## config.mk

```make
export PLATFORM = sky130hd
export DESIGN_NAME = multi_slot_alarm_matcher_unit
export DESIGN_NICKNAME = d
export VERILOG_FILES = /design/src/hdl/msam_pkg.sv /design/src/hdl/msam_slot_table.sv /design/src/hdl/msam_match.sv /design/src/hdl/msam_nearest.sv /design/src/hdl/multi_slot_alarm_matcher_unit.sv
export VERILOG_INCLUDE_DIRS = /design/src /design/src/hdl
export SDC_FILE = /design/constraint.sdc
export NUM_CORES = 1
export LEC_CHECK = 0
export BUFFER_PORTS_ARGS = -buffer_cell sky130_fd_sc_hd__clkbuf_2
export CORE_MARGIN = 3
export CORE_UTILIZATION = 30
export DETAILED_ROUTE_END_ITERATION = 8
export PLACE_DENSITY_LB_ADDON = 0.05
export SKIP_CTS_REPAIR_TIMING = 1
export SYNTH_ARGS = -nofsm -noshare
export SYNTH_HDL_FRONTEND = slang
export SYNTH_SLANG_ARGS = --single-unit
```

## constraint.sdc

```tcl
create_clock -name aclk -period 15.85 [get_ports aclk]
set_input_delay 0.7925 -clock aclk [delete_from_list [all_inputs] [get_ports aclk]]
set_output_delay 0.7925 -clock aclk [all_outputs]
set_load 0.02 [all_outputs]
```

## src/hdl/assert_macros.svh

```systemverilog
// ---------------------------------------------------------------------------
// Assertion macros
// Concurrent assertion wrappers; they expand to nothing in synthesis.
// ---------------------------------------------------------------------------
`ifndef ASSERT_MACROS_SVH
`define ASSERT_MACROS_SVH

`ifndef SYNTHESIS

// Property must hold at every rising edge outside reset.
`define ASSERT_CLK(lbl, clk, rst_n, prop, msg) \
    lbl: assert property (@(posedge clk) disable iff (!rst_n) prop) else $error(msg);

// Condition must never be seen at a rising edge outside reset.
`define ASSERT_NEVER(lbl, clk, rst_n, cond, msg) \
    lbl: assert property (@(posedge clk) disable iff (!rst_n) !(cond)) else $error(msg);

`else

`define ASSERT_CLK(lbl, clk, rst_n, prop, msg)
`define ASSERT_NEVER(lbl, clk, rst_n, cond, msg)

`endif

`endif

```

## src/hdl/msam_pkg.sv

```systemverilog
// ---------------------------------------------------------------------------
// msam_pkg
// Shared types, constants and helpers of the multi-slot alarm matcher.
// ---------------------------------------------------------------------------
package msam_pkg;

    localparam int ALARM_SLOTS    = 8;
    localparam int SLOTS_PER_WORD = 4;
    localparam int SLOT_BITS      = 16;
    localparam int CFG_DATA_W     = 64;
    localparam int CFG_IDX_W      = 2;
    localparam int COUNT_W        = 4;
    localparam int MOD_W          = 11;
    localparam int SLOT_W         = 3;
    localparam int HOUR_W         = 5;
    localparam int MIN_W          = 6;

    localparam logic [MOD_W-1:0]  MIN_PER_DAY = 11'd1440;
    localparam logic [HOUR_W-1:0] HOUR_MAX    = 5'd23;
    localparam logic [MIN_W-1:0]  MIN_MAX     = 6'd59;

    typedef enum logic [1:0] {
        OP_POLL   = 2'd0,
        OP_WINDOW = 2'd1,
        OP_FORGET = 2'd2,
        OP_NOP    = 2'd3
    } op_t;

    typedef enum logic [CFG_IDX_W-1:0] {
        CFG_DND        = 2'd0,
        CFG_SLOT_COUNT = 2'd1,
        CFG_SLOTS_LO   = 2'd2,
        CFG_SLOTS_HI   = 2'd3
    } cfg_idx_t;

    // Decoded alarm slots as seen by the datapath.
    typedef struct packed {
        logic                               dnd;
        logic [ALARM_SLOTS-1:0]             active;
        logic [ALARM_SLOTS-1:0][MOD_W-1:0]  mod;
    } slot_table_t;

    // Soonest-alarm candidate / result.
    typedef struct packed {
        logic               valid;
        logic [MOD_W-1:0]   gap;
        logic [SLOT_W-1:0]  slot;
    } nearest_t;

    typedef struct packed {
        logic               ok;
        logic [MOD_W-1:0]   mod;
    } slot_entry_t;

    // Unpack one 16-bit slot: bit 11 enable, bits 10-6 hour, bits 5-0 minute.
    function automatic slot_entry_t slot_decode(input logic [SLOT_BITS-1:0] bits);
        slot_entry_t       e;
        logic [HOUR_W-1:0] h;
        logic [MIN_W-1:0]  m;
        h     = bits[10:6];
        m     = bits[5:0];
        e.ok  = bits[11] && (h <= HOUR_MAX) && (m <= MIN_MAX);
        e.mod = MOD_W'(MOD_W'(h) * MOD_W'(60)) + MOD_W'(m);
        return e;
    endfunction

    // Minute of day from a clock reading, saturating out-of-range fields.
    function automatic logic [MOD_W-1:0] clock_minute(input logic [HOUR_W-1:0] h,
                                                       input logic [MIN_W-1:0]  m);
        logic [HOUR_W-1:0] hs;
        logic [MIN_W-1:0]  ms;
        hs = (h > HOUR_MAX) ? HOUR_MAX : h;
        ms = (m > MIN_MAX) ? MIN_MAX : m;
        return MOD_W'(MOD_W'(hs) * MOD_W'(60)) + MOD_W'(ms);
    endfunction

    // (a - b) mod one day, both operands below one day.
    function automatic logic [MOD_W-1:0] day_sub(input logic [MOD_W-1:0] a,
                                                  input logic [MOD_W-1:0] b);
        logic [MOD_W:0] wrapped;
        wrapped = {1'b0, a} + {1'b0, MIN_PER_DAY} - {1'b0, b};
        return (a >= b) ? (a - b) : wrapped[MOD_W-1:0];
    endfunction

endpackage

```

## src/hdl/msam_slot_table.sv

```systemverilog
// ---------------------------------------------------------------------------
// msam_slot_table
// Configuration registers; slot words are decoded as they are written.
// ---------------------------------------------------------------------------
module msam_slot_table
    import msam_pkg::*;
(
    input  logic                  aclk,
    input  logic                  aresetn,
    input  logic                  cfg_we,
    input  logic [CFG_IDX_W-1:0]  cfg_index,
    input  logic [CFG_DATA_W-1:0] cfg_wdata,
    output slot_table_t           slots
);

    logic               dnd_reg;
    logic [COUNT_W-1:0] count_reg;

    always_ff @(posedge aclk) begin
        if (!aresetn) begin
            dnd_reg   <= 1'b0;
            count_reg <= '0;
        end else if (cfg_we) begin
            unique case (cfg_idx_t'(cfg_index))
                CFG_DND:        dnd_reg   <= cfg_wdata[0];
                CFG_SLOT_COUNT: count_reg <= cfg_wdata[COUNT_W-1:0];
                default: ;
            endcase
        end
    end

    assign slots.dnd = dnd_reg;

    for (genvar g = 0; g < ALARM_SLOTS; g++) begin : g_slot
        localparam int       WORD_SEL = g / SLOTS_PER_WORD;
        localparam int       LSB      = (g % SLOTS_PER_WORD) * SLOT_BITS;
        localparam cfg_idx_t WORD_IDX = (WORD_SEL == 0) ? CFG_SLOTS_LO : CFG_SLOTS_HI;

        slot_entry_t entry_reg;

        // Decode on write so the datapath sees ready-made minutes of day.
        always_ff @(posedge aclk) begin
            if (!aresetn) begin
                entry_reg <= '0;
            end else if (cfg_we && (cfg_idx_t'(cfg_index) == WORD_IDX)) begin
                entry_reg <= slot_decode(cfg_wdata[LSB +: SLOT_BITS]);
            end
        end

        assign slots.active[g] = entry_reg.ok && (COUNT_W'(g) < count_reg);
        assign slots.mod[g]    = entry_reg.mod;
    end

endmodule

```

## src/hdl/msam_match.sv

```systemverilog
// ---------------------------------------------------------------------------
// msam_match
// Per-slot hit detection for the poll and window operations.
// ---------------------------------------------------------------------------
module msam_match
    import msam_pkg::*;
(
    input  slot_table_t       slots,
    input  logic [MOD_W-1:0]  now,
    input  logic [MOD_W-1:0]  win_start,
    output logic              hit_now,
    output logic              hit_window
);

    logic [MOD_W-1:0]       span;
    logic [ALARM_SLOTS-1:0] eq_now;
    logic [ALARM_SLOTS-1:0] in_win;

    assign span = day_sub(now, win_start);

    always_comb begin
        for (int i = 0; i < ALARM_SLOTS; i++) begin
            eq_now[i] = slots.active[i] && (slots.mod[i] == now);
            in_win[i] = slots.active[i]
                        && (day_sub(slots.mod[i], win_start) != '0)
                        && (day_sub(slots.mod[i], win_start) < span);
        end
    end

    assign hit_now    = |eq_now;
    assign hit_window = |in_win;

endmodule

```

## src/hdl/msam_nearest.sv

```systemverilog
// ---------------------------------------------------------------------------
// msam_nearest
// Minutes to the soonest active alarm; lowest slot wins ties.
// ---------------------------------------------------------------------------
module msam_nearest
    import msam_pkg::*;
(
    input  slot_table_t       slots,
    input  logic [MOD_W-1:0]  now,
    output nearest_t          best
);

    localparam int LEAVES = 1 << SLOT_W;

    nearest_t lvl0 [LEAVES];
    nearest_t lvl1 [LEAVES/2];
    nearest_t lvl2 [LEAVES/4];
    nearest_t top;

    // Keep the left (lower slot) candidate unless the right one is strictly closer.
    function automatic nearest_t pick(input nearest_t a, input nearest_t b);
        return (a.valid && (!b.valid || (a.gap <= b.gap))) ? a : b;
    endfunction

    for (genvar g = 0; g < LEAVES; g++) begin : g_leaf
        if (g < ALARM_SLOTS) begin : g_used
            logic [MOD_W:0] ahead;
            assign ahead = {1'b0, slots.mod[g]} + {1'b0, MIN_PER_DAY} - {1'b0, now};
            assign lvl0[g].valid = slots.active[g];
            assign lvl0[g].gap   = (slots.mod[g] > now) ? (slots.mod[g] - now)
                                                        : ahead[MOD_W-1:0];
            assign lvl0[g].slot  = SLOT_W'(g);
        end else begin : g_pad
            assign lvl0[g] = '0;
        end
    end

    always_comb begin
        for (int i = 0; i < LEAVES/2; i++) lvl1[i] = pick(lvl0[2*i], lvl0[2*i+1]);
        for (int i = 0; i < LEAVES/4; i++) lvl2[i] = pick(lvl1[2*i], lvl1[2*i+1]);
        top = pick(lvl2[0], lvl2[1]);
    end

    // Report zeros when no slot is active.
    assign best = top.valid ? top : '0;

endmodule

```

## src/hdl/multi_slot_alarm_matcher_unit.sv

```systemverilog
// ---------------------------------------------------------------------------
// multi_slot_alarm_matcher_unit
// Time-of-day alarm matcher over up to eight configured slots.
// ---------------------------------------------------------------------------
//
//  Channel  Direction  Handshake          Contents
//  -------  ---------  -----------------  ----------------------------------------
//  s_       in         s_valid/s_ready    operation, hour, minute, window_start
//  m_       out        m_valid/m_ready    fire, next_valid, next_minutes, next_slot
//  cfg_     in         cfg_we             cfg_index, cfg_wdata (no read-back)
//
//  Path: an accepted word passes the input register, then the result register.
//  Throughput: one word per cycle while no result is held; set by the single compare pass over all slots.
//  Reset: synchronous, active low; clears all config, the fired minute and both
//  valid flags. No clearing pass is needed.
//  Stalls: a held result stops the input register only; s_ready stays high
//  while the input register is empty or moving into the result register.
//
module multi_slot_alarm_matcher_unit
    import msam_pkg::*;
(
    input  logic                  aclk,
    input  logic                  aresetn,

    input  logic                  cfg_we,
    input  logic [CFG_IDX_W-1:0]  cfg_index,
    input  logic [CFG_DATA_W-1:0] cfg_wdata,

    input  logic                  s_valid,
    output logic                  s_ready,
    input  logic [1:0]            s_operation,
    input  logic [HOUR_W-1:0]     s_hour,
    input  logic [MIN_W-1:0]      s_minute,
    input  logic [MOD_W-1:0]      s_window_start,

    output logic                  m_valid,
    input  logic                  m_ready,
    output logic                  m_fire,
    output logic                  m_next_valid,
    output logic [MOD_W-1:0]      m_next_minutes,
    output logic [SLOT_W-1:0]     m_next_slot
);

`include "assert_macros.svh"

    // -----------------------------------------------------------------------
    // Configuration and decoded slot table
    // -----------------------------------------------------------------------
    slot_table_t slots;

    msam_slot_table u_slot_table (
        .aclk      (aclk),
        .aresetn   (aresetn),
        .cfg_we    (cfg_we),
        .cfg_index (cfg_index),
        .cfg_wdata (cfg_wdata),
        .slots     (slots)
    );

    // -----------------------------------------------------------------------
    // Input register
    // -----------------------------------------------------------------------
    logic              stg_valid_reg;
    op_t               stg_op_reg;
    logic [HOUR_W-1:0] stg_hour_reg;
    logic [MIN_W-1:0]  stg_minute_reg;
    logic [MOD_W-1:0]  stg_ws_reg;

    logic out_valid_reg;
    logic out_free;
    logic pipe_adv;
    logic in_take;

    // The result register can take a word when empty or being drained.
    assign out_free = !out_valid_reg || m_ready;
    assign pipe_adv = stg_valid_reg && out_free;
    assign s_ready  = !stg_valid_reg || out_free;
    assign in_take  = s_valid && s_ready;

    always_ff @(posedge aclk) begin
        if (!aresetn) begin
            stg_valid_reg <= 1'b0;
        end else if (in_take) begin
            stg_valid_reg <= 1'b1;
        end else if (pipe_adv) begin
            stg_valid_reg <= 1'b0;
        end
    end

    // Payload needs no reset; load only on accept.
    always_ff @(posedge aclk) begin
        if (in_take) begin
            stg_op_reg     <= op_t'(s_operation);
            stg_hour_reg   <= s_hour;
            stg_minute_reg <= s_minute;
            stg_ws_reg     <= s_window_start;
        end
    end

    // -----------------------------------------------------------------------
    // Single pass: time of day, slot hits, soonest alarm
    // -----------------------------------------------------------------------
    logic [MOD_W-1:0] now;
    logic [MOD_W-1:0] win_start;
    logic             hit_now;
    logic             hit_window;
    nearest_t         best;

    assign now = clock_minute(stg_hour_reg, stg_minute_reg);
    // Wrap a window start of one day or more back into the day.
    assign win_start = (stg_ws_reg >= MIN_PER_DAY) ? (stg_ws_reg - MIN_PER_DAY) : stg_ws_reg;

    msam_match u_match (
        .slots      (slots),
        .now        (now),
        .win_start  (win_start),
        .hit_now    (hit_now),
        .hit_window (hit_window)
    );

    msam_nearest u_nearest (
        .slots (slots),
        .now   (now),
        .best  (best)
    );

    // -----------------------------------------------------------------------
    // Fired-minute memory and fire decision
    // -----------------------------------------------------------------------
    logic             fired_valid_reg;
    logic [MOD_W-1:0] fired_min_reg;
    logic             fired_valid_next;
    logic [MOD_W-1:0] fired_min_next;
    logic             already_fired;
    logic             fire_next;

    assign already_fired = fired_valid_reg && (fired_min_reg == now);

    always_comb begin
        fire_next        = 1'b0;
        fired_valid_next = fired_valid_reg;
        fired_min_next   = fired_min_reg;
        case (stg_op_reg)
            OP_POLL: begin
                // Drop a remembered minute once the clock has moved on.
                if (fired_valid_reg && (fired_min_reg != now)) begin
                    fired_valid_next = 1'b0;
                end
                if (!slots.dnd && !already_fired && hit_now) begin
                    fire_next        = 1'b1;
                    fired_valid_next = 1'b1;
                    fired_min_next   = now;
                end
            end
            OP_WINDOW: begin
                fire_next = !slots.dnd && hit_window;
            end
            OP_FORGET: begin
                fired_valid_next = 1'b0;
            end
            default: ;
        endcase
    end

    always_ff @(posedge aclk) begin
        if (!aresetn) begin
            fired_valid_reg <= 1'b0;
            fired_min_reg   <= '0;
        end else if (pipe_adv) begin
            fired_valid_reg <= fired_valid_next;
            fired_min_reg   <= fired_min_next;
        end
    end

    // -----------------------------------------------------------------------
    // Result register
    // -----------------------------------------------------------------------
    logic              out_fire_reg;
    logic              out_next_valid_reg;
    logic [MOD_W-1:0]  out_minutes_reg;
    logic [SLOT_W-1:0] out_slot_reg;

    always_ff @(posedge aclk) begin
        if (!aresetn) begin
            out_valid_reg <= 1'b0;
        end else if (pipe_adv) begin
            out_valid_reg <= 1'b1;
        end else if (m_ready) begin
            out_valid_reg <= 1'b0;
        end
    end

    // Hold the result while the consumer stalls; advance on pipe_adv only.
    always_ff @(posedge aclk) begin
        if (pipe_adv) begin
            out_fire_reg       <= fire_next;
            out_next_valid_reg <= best.valid;
            out_minutes_reg    <= best.gap;
            out_slot_reg       <= best.slot;
        end
    end

    assign m_valid        = out_valid_reg;
    assign m_fire         = out_fire_reg;
    assign m_next_valid   = out_next_valid_reg;
    assign m_next_minutes = out_minutes_reg;
    assign m_next_slot    = out_slot_reg;

    // -----------------------------------------------------------------------
    // Assertions
    // -----------------------------------------------------------------------
    `ASSERT_CLK(a_poll_fire_marks, aclk, aresetn, pipe_adv && (stg_op_reg == OP_POLL) && fire_next |=> fired_valid_reg && (fired_min_reg == $past(now)), "poll fire did not record its minute")
    `ASSERT_CLK(a_forget_clears, aclk, aresetn, pipe_adv && (stg_op_reg == OP_FORGET) |=> !fired_valid_reg, "forget left a fired minute behind")
    `ASSERT_NEVER(a_dnd_silent, aclk, aresetn, pipe_adv && fire_next && slots.dnd, "fire while do-not-disturb is set")
    `ASSERT_NEVER(a_repeat_fire, aclk, aresetn, pipe_adv && (stg_op_reg == OP_POLL) && fire_next && already_fired, "second fire in the same minute")
    `ASSERT_CLK(a_none_is_zero, aclk, aresetn, out_valid_reg && !out_next_valid_reg |-> (out_minutes_reg == '0) && (out_slot_reg == '0), "empty result carries nonzero fields")
    `ASSERT_CLK(a_dist_range, aclk, aresetn, out_valid_reg && out_next_valid_reg |-> (out_minutes_reg != '0) && (out_minutes_reg <= MIN_PER_DAY), "distance outside one day")

endmodule

```

# After elaboration in Yosys (flattened, before gate mapping)
# Cells that the tools add are included.
[word_totals]
regBits = 155
input_bits = 95
output_inout_bits = 18
wordCells = 283
[classes]
addsub = 49
mul = 5
magnitude_cmp = 51
eq_ne = 16
n_mux = 37
n_reduce_logical = 95
[ops]
columns = ["op", "count"]
rows = [
  ["subtractor 11 bit", 34],
  ["two-way mux 11 bit", 18],
  ["two-way mux 15 bit", 8],
  ["adder 11 bit (second input constant)", 9],
  ["== test 11 bit", 9],
  [">= comparator 11 bit", 9],
  ["> comparator 11 bit", 8],
  ["less-than comparator 11 bit", 8],
  ["nonzero test 11 bit", 8],
  ["less-or-equal comparator 11 bit", 7],
  ["logical AND 1 bit", 56],
  ["adder 11 x 6 -> 11 bit", 5],
  ["multiplier 5 x 4 -> 9 bit (second input constant)", 5],
  ["less-or-equal comparator 6 bit (second input constant)", 4],
  ["less-or-equal comparator 5 bit (second input constant)", 4],
  ["less-than comparator 3 x 4 -> 1 bit (first input constant)", 4],
  ["OR reduction 8 bit", 2],
  [">= comparator 11 bit (second input constant)", 1],
  ["zero test 1 bit", 11],
  ["inequality test 11 bit", 1],
  ["subtractor 11 bit (second input constant)", 1],
  ["logical OR 1 bit", 9],
  ["less-than comparator 1 x 4 -> 1 bit (first input constant)", 2],
  ["less-than comparator 2 x 4 -> 1 bit (first input constant)", 2],
  ["13 further kinds", 28],
]

# Longest topological paths before layout
[depth]
ltp_word = 19
ltp_mapped = 58
mapped_depth_nobuf = 56

# Cells and area by module
# A second synthesis with hierarchy kept.
[hier_totals]
hier_cells = 4298
hier_area_um2 = 35436.5
[by_module_without_submodules]
columns = ["module", "n_inst", "cells_each", "area_each_um2", "seq_area_each_um2"]
rows = [
  ["msam_match", 1, 1623, 12868.6, 0.0],
  ["msam_nearest", 1, 1542, 12087.8, 0.0],
  ["msam_slot_table", 1, 882, 7512.2, 2021.9],
  ["multi_slot_alarm_matcher_unit", 1, 251, 2967.8, 1481.4],
]

# Least setup slack after synthesis
# Ideal clock, no wire load.
[synth_path]
path_type = "register -> register"
startpoint = "reg stg_hour_reg[0]"
endpoint = "reg out_minutes_reg[8], in the netlist m_next_minutes[8], data pin"
setup_time_ns = 0.267
arrival_ns = 12.184
required_ns = 15.583
setup_slack_ns = 3.399
stages_incl_launch_ff = 53
path_buffers = 3
period_less_slack_ns = 12.451
cell_sequence = "edfxtp_1 > xor2_1 > xnor2_1 > and2_1 > fa_1 > fa_1 > inv_1 > ha_1 > and2_1 > a32o_1 > o31ai_2 > xnor2_1 > inv_1 > ha_1 > nand2_1 > or4_1 > nand2_1 > a21oi_1 > [17 not listed] > a21oi_1 > o311ai_0 > nand2_1 > clkbuf_1 > clkbuf_1 > mux2_2 > ha_1 > a21oi_1 > nor2b_1 > o21ai_0 > nand3_1 > o21a_1 > nand2_1 > inv_1 > nand2_1 > nor2_1 > mux2_2 > nand4b_1"
[synth_via]
elab_chain_cells = 18
word_cells_on_any_way = 67
classes_between = "add/sub: 17; mul: 1; order compare: 16; mux: 16; reduce/logical: 17"
[synth_rtl]
columns = ["element", "line_no", "source"]
rows = [
  ["start, declared", "multi_slot_alarm_matcher_unit.sv:65", "logic [HOUR_W-1:0] stg_hour_reg;"],
  ["start signal, assigned", "multi_slot_alarm_matcher_unit.sv:94", "stg_hour_reg <= s_hour;"],
  ["> comparator 5 bit", "msam_pkg.sv:72", "hs = (h > HOUR_MAX) ? HOUR_MAX : h;"],
  ["two-way mux 5 bit *", "msam_pkg.sv:72", ""],
  ["multiplier 5 x 4 -> 9 bit *", "msam_pkg.sv:74", "return MOD_W'(MOD_W'(hs) * MOD_W'(60)) + MOD_W'(ms);"],
  ["adder 11 x 6 -> 11 bit *", "msam_pkg.sv:74", ""],
  ["net now[7]", "multi_slot_alarm_matcher_unit.sv:103", "logic [MOD_W-1:0] now;"],
  ["subtractor 11 bit (tied with other cells)", "msam_nearest.sv:28", "assign ahead = {1'b0, slots.mod[g]} + {1'b0, MIN_PER_DAY} - {1'b0, now};"],
  ["two-way mux 11 bit", "msam_nearest.sv:30", "assign lvl0[g].gap = (slots.mod[g] > now) ? (slots.mod[g] - now)"],
  ["less-or-equal comparator 11 bit", "msam_nearest.sv:22", "return (a.valid && (!b.valid || (a.gap <= b.gap))) ? a : b;"],
  ["[3 not listed]", "n/a", ""],
  ["less-or-equal comparator 11 bit or zero test 1 bit (tied branches)", "msam_nearest.sv:22", ""],
  ["logical OR 1 bit", "msam_nearest.sv:22", ""],
  ["logical AND 1 bit", "msam_nearest.sv:22", ""],
  ["two-way mux 15 bit", "msam_nearest.sv:22", ""],
  ["less-or-equal comparator 11 bit or zero test 1 bit (tied branches)", "msam_nearest.sv:22", ""],
  ["logical OR 1 bit", "msam_nearest.sv:22", ""],
  ["logical AND 1 bit", "msam_nearest.sv:22", ""],
  ["two-way mux 15 bit *", "msam_nearest.sv:22", ""],
  ["end signal, assigned", "multi_slot_alarm_matcher_unit.sv:198", "out_minutes_reg <= best.gap;"],
  ["end, declared", "multi_slot_alarm_matcher_unit.sv:180", "logic [MOD_W-1:0] out_minutes_reg;"],
]
# Mark *: on every way through the listed nets, which the timed path passes. The rest lies on a longest branch.
# A chain may end at the register's enable or synchronous reset.

# Final worst setup path
[layout_path]
startpoint = "reg stg_hour_reg[4]"
endpoint = "reg out_minutes_reg[8], in the netlist m_next_minutes[8], data pin"
# The elaborated chain is that of the path after synthesis.

==> summary.md <==
| Metric | Value |
|---|---|
| Average wire length per cell after detail routing | 24.5 um |
| Clock period minus final worst setup slack | 14.41 ns |
| Internal Power | 3.16 mW |
| Clock tree sinks | 155 |
| Total negative setup slack | 0 ns |
| Chip Height | 319 um |
| Final-report setup violation count | 0 |
| Net count, final | 4428 |
| Via count of the routed design | 27795 |
| Asr flop ratio synth | 0% |
| Top cells by area, synth | sky130_fd_sc_hd__ha_1, sky130_fd_sc_hd__dfxtp_1, sky130_fd_sc_hd__xnor2_1, sky130_fd_sc_hd__a21oi_1, sky130_fd_sc_hd__edfxtp_1 |
| Sequential-to-total area share from yosys stat | 11.9% |
| Area enclosed by the die boundary | 102000 um2 |
| Tot Pwr | 7.60 mW |
| Overflow after GRT | 0 |
| Worst IR drop on VDD | 175 uV |
| Transition time of the tightest slew-check pin | 1.14 ns |
| Ratio of final minimum period to clock period | 90.9% |
| Port Buffer Count | 96 |
| Kind of start point of the critical path | flip-flop |
| Area leader, netlist | sky130_fd_sc_hd__ha_1 |
| M1 GR Usage | 34.8% |
| Data arrival time of the worst path | 14.65 ns |
| Area taken by flip-flops and latches | 3500 um2 |
| Global-route wire length before repair | 181 mm |
| Relative contribution of sequential cells to total power | 6.3% |
| Post-DP HPWL | 99.2 mm |
| Post-synthesis cell count | 3696 |
| Final hold violation count | 0 |
| TritonCTS clock tree | built |
| Global-route met2 utilization | 36.7% |
| Outcome | finished, final reports clean |
| Highest clock frequency the design can meet | 69.4 MHz |
| Flip-flop count of the largest register, all copies and words added | 88 |
| Detailed-route DRC error count | 0 |
| Number of cells after detailed placement | 5035 |
| Post-synthesis net count | 4346 |
| Register clock-pin slew on the reported worst setup and hold paths | 0.08 ns |
| Vias in the first global route | 26613 |
| Share of layout cells above drive strength 1 | 8.47% |
| Final wirelength | 124 mm |
| Antenna-violating nets left | 0 |
| Pin count of the biggest net entering global routing | 67 |
| Switch Pwr | 4.44 mW |
| Number of enable flip-flop cells after synthesis | 40 |
| Unrepaired setup endpoints after global routing | no |
| Max-slew violation total from the final report | 0 |
| Violation count after the first detailed-route iteration | 1872 |
| Total track usage | 23.9% |
| Fraction of met3 tracks used by global routing | 2.66% |
| Critical Path End Type | flip-flop |
| Number of warnings printed during yosys synthesis | 0 |
| Maximum fanout along the worst path | 15 |
| GP Congestion | 0.942 |
| WHS | 0.440 ns |
| Average via count per standard cell | 5.48 |
| WS Path Type | flip-flop to flip-flop |
| Finished Layout Cells | 5068 |
| Distinct cells, synth | 107 |
| Number of max-cap violations | 0 |
| Total I/O pin count | 113 |
| Maximum clock skew at final layout | 0.0181 ns |
| Top cell type's share of synthesized area | 21.0% |
| Layer with the highest usage after global routing | met2 |
| Sw frac | 58.4% |
| Number of cell rows | 114 |
| Maximum single-stage delay on the critical path | 0.65 ns |
| Combinational cell fraction of total power | 88.2% |
| Multi-input gate area | 24600 um2 |
| Clock buffers created by TritonCTS | 17 |
| Worst min path class | input port to flip-flop |
| Seq cells post-synth | 155 |
| Area added between synthesis and finish | 9.50% |
| H-tree depth | 4 |
| Number of search-and-repair iterations in the first detailed-routing pass | 5 |
| Initial standard-cell utilization of the core | 30.4% |
| Max Buffers Root-to-Sink | 2 |
| Relative contribution of the clock network to total power | 5.5% |
| Cell at the slowest stage of the critical path | sky130_fd_sc_hd__mux2i_1 |
| Top FF cell, synth | sky130_fd_sc_hd__dfxtp_1 |
| Placeable core region | 97000 um2 |
| Required time worst endpoint | 16.09 ns |
| Die Span X | 319 um |
| Number of antenna violations at the first check in global routing | 3 |
| Average cell area after synthesis | 7.98 um2 |
| Netlist Area Pre-Place | 29500 um2 |
| Root buffer cell | sky130_fd_sc_hd__clkbuf_16 |
| Slew Limit Headroom | 22.8% |
| Final design utilization | 33.3% |
| Number of fill cells in the layout | 10474 |
| Leakage power | 14.0 nW |
| Clock insertion delay at the later pin of the skew report | 0.52 ns |
| Cell Pwr Density | 235 nW/um2 |
==> layout make-up <==
type | count | share of cell area, %
diodes | 1 | 0.00775
repair buffers | 169 | 3.19
multi-input cells | 3181 | 76.3
flip-flops and latches | 155 | 10.9
clock buffers | 18 | 1.36
well taps | 1276 | 4.95
clock inverters | 14 | 0.341
inverters | 254 | 2.96
==> synth_stat cells, types with 13 or more instances <==
cell	number
sky130_fd_sc_hd__a211oi_1	73
sky130_fd_sc_hd__a31oi_1	31
sky130_fd_sc_hd__nand4_1	45
sky130_fd_sc_hd__xnor2_1	241
sky130_fd_sc_hd__dfxtp_1	115
sky130_fd_sc_hd__o31a_1	13
sky130_fd_sc_hd__maj3_1	15
sky130_fd_sc_hd__buf_1	13
sky130_fd_sc_hd__o31ai_1	34
sky130_fd_sc_hd__a21boi_0	15
sky130_fd_sc_hd__xor2_1	112
sky130_fd_sc_hd__a21oi_1	309
sky130_fd_sc_hd__nand2b_1	73
sky130_fd_sc_hd__a211o_1	15
sky130_fd_sc_hd__or2_2	20
sky130_fd_sc_hd__nor3_1	99
sky130_fd_sc_hd__nor4_1	30
sky130_fd_sc_hd__fa_1	60
sky130_fd_sc_hd__clkbuf_1	72
sky130_fd_sc_hd__and2_1	20
sky130_fd_sc_hd__inv_1	251
sky130_fd_sc_hd__nand2_1	263
sky130_fd_sc_hd__nor2b_1	53
sky130_fd_sc_hd__buf_2	15
sky130_fd_sc_hd__mux2_2	29
sky130_fd_sc_hd__o41ai_1	13
sky130_fd_sc_hd__or3_1	31
sky130_fd_sc_hd__nand3b_1	13
sky130_fd_sc_hd__ha_1	495
sky130_fd_sc_hd__o211ai_1	32
sky130_fd_sc_hd__and3_1	20
sky130_fd_sc_hd__o21bai_1	26
sky130_fd_sc_hd__o21a_1	57
sky130_fd_sc_hd__a31o_2	14
sky130_fd_sc_hd__mux2i_1	102
sky130_fd_sc_hd__nand3_1	65
sky130_fd_sc_hd__o21ai_0	146
sky130_fd_sc_hd__nor2_1	287
sky130_fd_sc_hd__edfxtp_1	40
sky130_fd_sc_hd__a21o_1	96
==> layout by cell type (no fill, tap or decap), drive strengths merged, types with 65 or more instances in the layout <==
cell	count
mux2i	102
a21o	96
xnor2	242
inv	259
buf	73
o21ai	155
nand2b	73
nor3	101
a211oi	79
a21oi	311
nand2	263
nor2	288
dfxtp	115
xor2	114
nand3	65
ha	495
clkbuf	114
==> power by group through the flow <==
stage	Clock, mW	Combinational, mW	Sequential (mW)
6_report	0.421	6.70	0.475
5_1_grt	0.449	7.37	0.478
4_1_cts	0.437	6.65	0.474
3_5_place_dp	0	6.60	0.484
3_3_place_gp	0	6.65	0.484
2_1_floorplan	0	4.43	0.460
==> kinds of logic (layout without fill, tap and decap cells) <==
group / after synthesis / in the layout / synth area share [%]
flops: 155 / 155 / 11.9
compound gates: 1036 / 1036 / 23.7
buf+inv: 360 / 455 / 4.76
fa+ha+maj: 574 / 574 / 25.7
xor+xnor: 363 / 363 / 11.2
simple gates: 1076 / 1076 / 18.1
other cells: 0 / 1 / 0
mux: 132 / 132 / 4.61
==> per-layer routing <==
metal / wire (um) / vias to the layer above
met5: 0 / -
met4: 4020 / 0
met3: 5200 / 91
met2: 52700 / 646
met1: 62400 / 13307
li1: - / 13751
==> critical path, delay by kind of cell, from the launching register on <==
family | cells | cell delay (ns)
compound gates | 15 | 2.76
simple gates | 17 | 3.49
xor+xnor | 2 | 0.64
buf+inv | 7 | 1.58
flops | 1 | 0.49
fa+ha+maj | 9 | 3.42
mux | 4 | 1.72
==> path summary, 6_finish.rpt <==
| path | from | end | slack (ns) | cells after the start |
|---|---|---|---|---|
| worst min register to register | u_slot_table.g_slot[3].entry_reg[11] | u_slot_table.g_slot[3].entry_reg[11] | 0.47 | 2 |
| worst max register to register | stg_hour_reg[4] | m_next_minutes[8] | 1.44 | 54 |
| worst max-delay path | stg_hour_reg[4] | m_next_minutes[8] | 1.44 | 54 |
| worst min-delay path | s_window_start[5] | stg_ws_reg[5] | 0.44 | 1 |
==> stage by stage <==
| stage | setup slack [ns] | area, um2 |
|---|---|---|
| 2_1_floorplan | 3.40 | 29500 |
| 3_3_place_gp | 1.79 | 31700 |
| 3_5_place_dp | 1.65 | 31700 |
| 4_1_cts | 1.61 | 32300 |
| 5_1_grt | 0.530 | 32300 |
| 6_report | 1.44 | 32300 |
(Power assumes the default switching activity.)
